==> src/sv/trcb_pkg.sv <==
// Shared constants, codes and types of the triggered capture buffer.
package trcb_pkg;

    localparam int TRCB_DEPTH     = 1024;
    localparam int TRCB_CHANNELS  = 8;
    localparam int TRCB_WORD_BITS = 32;

    localparam int SIZE_BITS = 11;
    localparam int POST_BITS = 11;
    localparam int TICK_BITS = 16;
    localparam int CMD_BITS  = 3;
    localparam int ROW_OUT_BITS = 10;
    localparam int SAMPLE_BITS  = 32;

    // Command codes
    localparam logic [CMD_BITS-1:0] CMD_TICK    = 3'd0;
    localparam logic [CMD_BITS-1:0] CMD_RUN     = 3'd1;
    localparam logic [CMD_BITS-1:0] CMD_HALT    = 3'd2;
    localparam logic [CMD_BITS-1:0] CMD_TRIGGER = 3'd3;
    localparam logic [CMD_BITS-1:0] CMD_READ    = 3'd4;

    // Capture states, also used for the host request
    localparam logic [1:0] ST_HALTED    = 2'd0;
    localparam logic [1:0] ST_RUNNING   = 2'd1;
    localparam logic [1:0] ST_ACQUIRING = 2'd2;

    // Configuration register indexes
    localparam logic [1:0] CFG_RING_ROWS   = 2'd0;
    localparam logic [1:0] CFG_POST_FRAMES = 2'd1;
    localparam logic [1:0] CFG_TICK_DIV    = 2'd2;

    typedef struct packed {
        logic [1:0]              scope_state;
        logic [ROW_OUT_BITS-1:0] oldest_index;
        logic [ROW_OUT_BITS-1:0] write_index;
    } trcb_status_t;

endpackage

==> src/sv/trcb_ctrl.sv <==
// Capture state machine, tick divider and ring row pointer.
module trcb_ctrl #(
    parameter int DEPTH = trcb_pkg::TRCB_DEPTH,
    localparam int ROW_W = $clog2(DEPTH)
) (
    input  logic                                clk,
    input  logic                                rst_n,
    input  logic                                item_en,
    input  logic [trcb_pkg::CMD_BITS-1:0]       command,
    input  logic [trcb_pkg::SIZE_BITS-1:0]      ring_rows,
    input  logic [trcb_pkg::POST_BITS-1:0]      post_frames,
    input  logic [trcb_pkg::TICK_BITS-1:0]      tick_divider,
    output logic                                mem_wr,
    output logic [ROW_W-1:0]                    wr_row,
    output trcb_pkg::trcb_status_t              status_next
);
    import trcb_pkg::*;

    localparam int CW = (ROW_W + 1 > SIZE_BITS) ? ROW_W + 1 : SIZE_BITS;

    logic [1:0]           state_reg, state_next;
    logic [1:0]           host_reg, host_next;
    logic [ROW_W-1:0]     row_reg, row_next;
    logic [POST_BITS-1:0] post_reg, post_next;
    logic [TICK_BITS-1:0] tick_reg, tick_next;
    logic [ROW_W-1:0]     oldest_reg, oldest_next;

    logic [CW-1:0]        eff_size;
    logic [CW-1:0]        row_inc;
    logic [ROW_W-1:0]     row_wrap;
    logic [TICK_BITS-1:0] tick_inc;
    logic                 kept;
    logic                 store;

    // Zero size acts as one, sizes beyond the array act as the array
    always_comb
    begin
        if (ring_rows == '0)
        begin
            eff_size = CW'(1);
        end
        else if (CW'(ring_rows) > CW'(DEPTH))
        begin
            eff_size = CW'(DEPTH);
        end
        else
        begin
            eff_size = CW'(ring_rows);
        end
    end

    assign row_inc  = CW'(row_reg) + CW'(1);
    assign row_wrap = (row_inc >= eff_size) ? '0 : ROW_W'(row_inc);
    assign tick_inc = tick_reg + TICK_BITS'(1);

    always_comb
    begin
        state_next  = state_reg;
        host_next   = host_reg;
        row_next    = row_reg;
        post_next   = post_reg;
        tick_next   = tick_reg;
        oldest_next = oldest_reg;
        kept        = 1'b0;
        store       = 1'b0;

        if (item_en)
        begin
            unique case (command)
                CMD_TICK:
                begin
                    if (tick_inc < tick_divider)
                    begin
                        tick_next = tick_inc;
                    end
                    else
                    begin
                        tick_next = '0;
                        kept      = 1'b1;
                    end
                end
                CMD_RUN:     host_next = ST_RUNNING;
                CMD_HALT:    host_next = ST_HALTED;
                CMD_TRIGGER:
                begin
                    if (state_reg == ST_RUNNING)
                    begin
                        host_next = ST_ACQUIRING;
                    end
                end
                default: ;
            endcase
        end

        if (kept)
        begin
            unique case (state_reg)
                ST_HALTED:
                begin
                    row_next = '0;
                    if (host_reg == ST_RUNNING)
                    begin
                        state_next = ST_RUNNING;
                    end
                end
                ST_RUNNING:
                begin
                    if (host_reg == ST_HALTED)
                    begin
                        state_next = ST_HALTED;
                    end
                    if (host_reg == ST_ACQUIRING)
                    begin
                        if (post_frames == '0)
                        begin
                            state_next  = ST_HALTED;
                            oldest_next = row_reg;
                        end
                        else
                        begin
                            state_next = ST_ACQUIRING;
                            post_next  = POST_BITS'(1);
                        end
                    end
                    store = 1'b1;
                end
                ST_ACQUIRING:
                begin
                    if (post_reg == post_frames)
                    begin
                        state_next  = ST_HALTED;
                        oldest_next = row_reg;
                    end
                    else
                    begin
                        post_next = post_reg + POST_BITS'(1);
                        store     = 1'b1;
                    end
                end
                default: ;
            endcase
        end

        if (store)
        begin
            row_next = row_wrap;
        end
    end

    assign mem_wr = store;
    assign wr_row = row_reg;

    assign status_next.scope_state  = state_next;
    assign status_next.oldest_index = ROW_OUT_BITS'(oldest_next);
    assign status_next.write_index  = ROW_OUT_BITS'(row_next);

    always_ff @(posedge clk or negedge rst_n)
    begin
        if (!rst_n)
        begin
            state_reg  <= ST_HALTED;
            host_reg   <= ST_HALTED;
            row_reg    <= '0;
            post_reg   <= '0;
            tick_reg   <= '0;
            oldest_reg <= '0;
        end
        else
        begin
            state_reg  <= state_next;
            host_reg   <= host_next;
            row_reg    <= row_next;
            post_reg   <= post_next;
            tick_reg   <= tick_next;
            oldest_reg <= oldest_next;
        end
    end

endmodule

==> config.mk <==
export PLATFORM = sky130hd
export DESIGN_NAME = trcb_ctrl
export DESIGN_NICKNAME = d
export VERILOG_FILES = /design/src/sv/trcb_pkg.sv /design/src/sv/trcb_ctrl.sv
export SDC_FILE = /design/constraint.sdc
export NUM_CORES = 1
export LEC_CHECK = 0
export BUFFER_PORTS_ARGS = -buffer_cell sky130_fd_sc_hd__buf_2
export CORE_ASPECT_RATIO = 0.8
export CORE_MARGIN = 1.5
export CORE_UTILIZATION = 56
export CTS_CLUSTER_SIZE = 28
export DETAILED_ROUTE_END_ITERATION = 12
export PLACE_DENSITY = 0.83
export SYNTH_ARGS = -nofsm -noshare
export SYNTH_HDL_FRONTEND = slang
export SYNTH_SLANG_ARGS = --single-unit
==> constraint.sdc <==
create_clock -name clk -period 3.29 [get_ports clk]
set_input_delay 0.1645 -clock clk [delete_from_list [all_inputs] [get_ports clk]]
set_output_delay 0.1645 -clock clk [all_outputs]
set_load 0.01 [all_outputs]
Word level (Yosys, flattened, before mapping)

Cells that the tools add are included.

Input port bits: 44
Register bits after elaboration: 51
Output and inout bits: 33
Logic and storage cells: 65

$lt $le $gt $ge: 3
Equality and inequality tests: 12
Reduce and logical (&&, ||, !) cells: 10
Mux-type cells: 31
Add/subtract/negate cells: 3

Operators with widths:

| operator              | number |
|---|---|
| $mux 10               | 8 |
| $mux 11               | 5 |
| $logic_not 11->1      | 2 |
| $pmux 11 s2           | 1 |
| $pmux 10 s2           | 1 |
| $add 16x1->16 const B | 1 |
| $lt 16x16->1          | 1 |
| $mux 16               | 1 |
| $mux 2                | 7 |
| $pmux 2 s3            | 2 |
| $add 10x1->11 const B | 1 |
| $add 11x1->11 const B | 1 |
| $eq 11x11->1          | 1 |
| $ge 11x11->1          | 1 |
| $gt 11x11->1 const B  | 1 |
| $eq 3x2->1 const B    | 2 |
| $ne 2x2->1 const B    | 3 |
| $mux 1                | 5 |
| $reduce_and 5->1      | 1 |
| $eq 2x1->1 const B    | 2 |
| $eq 2x2->1 const B    | 2 |
| $logic_not 2->1       | 2 |
| $eq 3x1->1 const B    | 1 |
| $logic_not 3->1       | 1 |
| other kinds (6)       | 6 |

Logic depth before layout (Yosys ltp)

Depth after elaboration: 7
Gate-level depth with buffers: 14
Depth with buffers taken out: 12

Least setup slack after synthesis

No wires, ideal clock.

Kind: register -> output
Start: register tick_reg[0]
End: output status_next[20] in the netlist's numbering
Path buffers: 1
Data required time: 3.125 ns
Arrival: 2.888 ns
Cell stages (with the launch flop): 14
Path slack: 0.237 ns
Cell sequence: dfrtp_1 -> ha_1 -> and3_1 -> nand3_1 -> nor2b_1 -> xor2_1 -> ha_1 -> a21oi_1 -> nand2_1 -> a221o_1 -> a21o_2 -> buf_4 -> and4_4 -> o22ai_2

RTL lines:

| item                   | RTL line         | RTL |
|---|---|---|
| from (decl)            | trcb_ctrl.sv:25  | `logic [TICK_BITS-1:0] tick_reg, tick_next;` |
| from (signal assigned) | trcb_ctrl.sv:174 | `tick_reg <= tick_next;` |
| to (decl)              | trcb_ctrl.sv:15  | `output trcb_pkg::trcb_status_t status_next` |

==> out/results.ini <==
[logic_synthesis]
netlist.area_leader.share_pct = 33.6
ys_types = 61
synth_top_area_cell = dfrtp_1
avgSynthCellArea_um2 = 8.94
ys_seq_area_share_pct = 33.6
yosys_warnings = 0
synth_common_cells = 51 x dfrtp_1, 46 x nand2_1, 39 x inv_1
yosysMostFrequentCell = dfrtp_1
ys_seq_elements = 51
async_reset_ff_share_pct = 100
ys_top_cells_by_area = dfrtp_1 34%, ha_1 11%, nand2_1 4.5%, xor2_1 3.9%, inv_1 3.9%
syn_inst = 425
synth.net_count = 502
synth_ff_type = dfrtp_1
synth_edf_count = 0
synth_area_mm2 = 0.00380

[final_layout]
drive_above_1_share_pct = 36.7
n_antenna_cell = 0
syn_to_final_growth_pct = 32.8
largest_register_ffs = 16
finalNetCount = 632
final_util_pct = 77.9
final_area_mm2 = 0.00504
fillers = 395
multiInputGateArea_mm2 = 0.00256
seq_area_mm2 = 0.00128

[floorplan]
row_count = 26
fp.dieW_um = 95.1
dieArea_mm2 = 0.00729
ioPinCount = 77
die_y_um = 76.7
initial_core_util_pct = 58.7
core_area_mm2 = 0.00647

[clocking]
clk_pin_slew_ns = 0.10
cts.path.max_buffers = 2
clock-root-buffer = clkbuf_8
cts_tree = done
clk_latency_ns = 0.31
cts_inserted_buffers = 5
numClockSinks = 51
htreeDepth = 2

[sta]
setup_ws_ns = -0.391
relSlewSlack_pct = 59.8
hold_slack_ns = 0.0834
setup_viol_count_final = 32
hold_viol = 0
period_share_pct = 112
rsz0062_at_grt = true
max_freq_ghz = 0.272
skew_ns = 0.0120
finalCriticalPeriod_ns = 3.68
worst_pin_slew_ns = 0.603
slew_viol_final = 0

[routing]
drc = 0
drt-initial-drc-count = 565
vias = 4190
firstDrtPassIters = 5
ant_nets = 0
wl_um = 12900
routedWlPerCell_um = 20.2
avgViaCountPerCell = 6.55

[status]
violations = negative setup slack
status = finished with violations

[place]
pre_cts_slack_ns = -0.0873
gp_congestion = 0.908
io_buffers = 76
placed_area_mm2 = 0.00449
hpwl_um = 7940

[power]
power_leakage_nw = 2.46
p_per_area_mw_per_mm2 = 276
vdd_drop_max_mv = 0.186

[global_route]
track_usage_pct = 31.3
first_global_vias = 3696
antenna_found_initial = 0
gr-total-overflow = 0
grt_max_degree = 30
grt_pass1_wl_um = 18100

[setup_path]
end_kind = output port
worst_setup_path_start_kind = flip-flop
path_cells = and3_4 -> and3_4 -> nand3_4 -> nor2_1 -> xor2_1 -> ha_1 -> and4_4 -> a221o_1 -> a21oi_4 -> a211oi_2 -> buf_4 -> o211ai_1 -> buf_2
path_common_cell = and3_4
required_ns = 3.13
slowest_stage = dfrtp_1
slowest_delay_ns = 0.40
criticalPathCategory = flip-flop to output port
worstPathArrival_ns = 3.52
path_max_fanout = 5

[min_path]
min_path_type = input port to flip-flop

[run]
drv_cap = 0

## metrics by stage
| step | cells | total power [mW] | setup TNS (ns) |
|---|---|---|---|
| 2_1_floorplan | 425 | 0.847 | 0 |
| 6_report | 640 | 1.39 | -6.39 |
| 3_5_place_dp | 607 | 0.979 | -0.742 |
| 3_3_place_gp | 607 | 0.961 | 0 |
| 5_1_grt | 640 | 1.44 | -9.15 |
| 4_1_cts | 631 | 1.36 | -2.99 |
## per-layer routing
| metal | GRT usage [%] | routed length [um] | up-vias |
|---|---|---|---|
| met5 | 0 | 0 | - |
| met4 | 4.78 | 426 | 0 |
| met3 | 5.16 | 1320 | 70 |
| met2 | 49.8 | 5960 | 329 |
| met1 | 45.2 | 5200 | 1970 |
| li1 | - | - | 1821 |
## layout make-up
class,instances,area share [%]
Clock buffer,6,1.44
Tap cell,84,2.08
Timing Repair Buffer,135,17.1
Multi-Input combinational cell,322,50.8
Sequential cell,51,25.3
Inverter,40,2.98
Clock inverter,2,0.248
## final timing paths
check | slack [ns] | depth (start not counted) | end | from
setup / recovery | -0.39 | 13 | status_next[8] | tick_reg[3]
hold / removal | 0.08 | 2 | host_reg[0] | command[1]
setup reg to reg | -0.05 | 13 | post_reg[8] | tick_reg[3]
hold reg to reg | 0.51 | 1 | oldest_reg[6] | oldest_reg[6]
max in group asynchronous | 2.08 | 3 | state_reg[0] | rst_n
min in group asynchronous | 0.38 | 2 | tick_reg[4] | rst_n
## report_power, final
group	switching, mW	internal (mW)	total [mW]
Clock	0.225	0.150	0.374
Sequential	0.0222	0.649	0.671
Combinational	0.186	0.160	0.347
Total	0.433	0.958	1.39
## cells by family after synthesis
| kind of cell | Yosys count | share of synthesized area [%] |
|---|---|---|
| buf+inv | 53 | 5.73 |
| flops | 51 | 33.6 |
| mux | 3 | 0.791 |
| xor+xnor | 29 | 6.69 |
| simple gates | 151 | 20.9 |
| compound gates | 105 | 21.4 |
| fa+ha+maj | 33 | 10.9 |
## cell usage in the layout (no fill, tap or decap), types with 12 or more instances in the layout
master,Yosys,final
inv_1,39,39
dfrtp_1,51,50
xor2_1,17,15
nor2_1,20,20
xnor2_1,12,12
buf_2,3,75
nand3_1,20,17
ha_1,33,30
nand2_1,46,44
buf_4,2,52
a21oi_1,19,15
## critical path, delay by kind of cell (launching register included)
| family | cells | cell delay (ns) |
|---|---|---|
| buffers and inverters | 2 | 0.40 |
| xor gates and xnor gates | 1 | 0.25 |
| AOI/OAI and AO/OA | 4 | 0.97 |
| adders and majority gates | 1 | 0.29 |
| DFF | 1 | 0.40 |
| and+or+nand+nor | 5 | 0.91 |
## timing repair
| action | in CTS | in global routing |
|---|---|---|
| buffers inserted | 14 | 8 |
| setup endpoints to repair | 24 | 35 |
| pin swaps | 17 | 23 |
| gates resized for setup | 21 | 31 |
| hold buffers | 1 | 0 |
| hold endpoints to repair | 22 | 0 |
| gates cloned | 1 | 1 |
(Power assumes the default switching activity.)
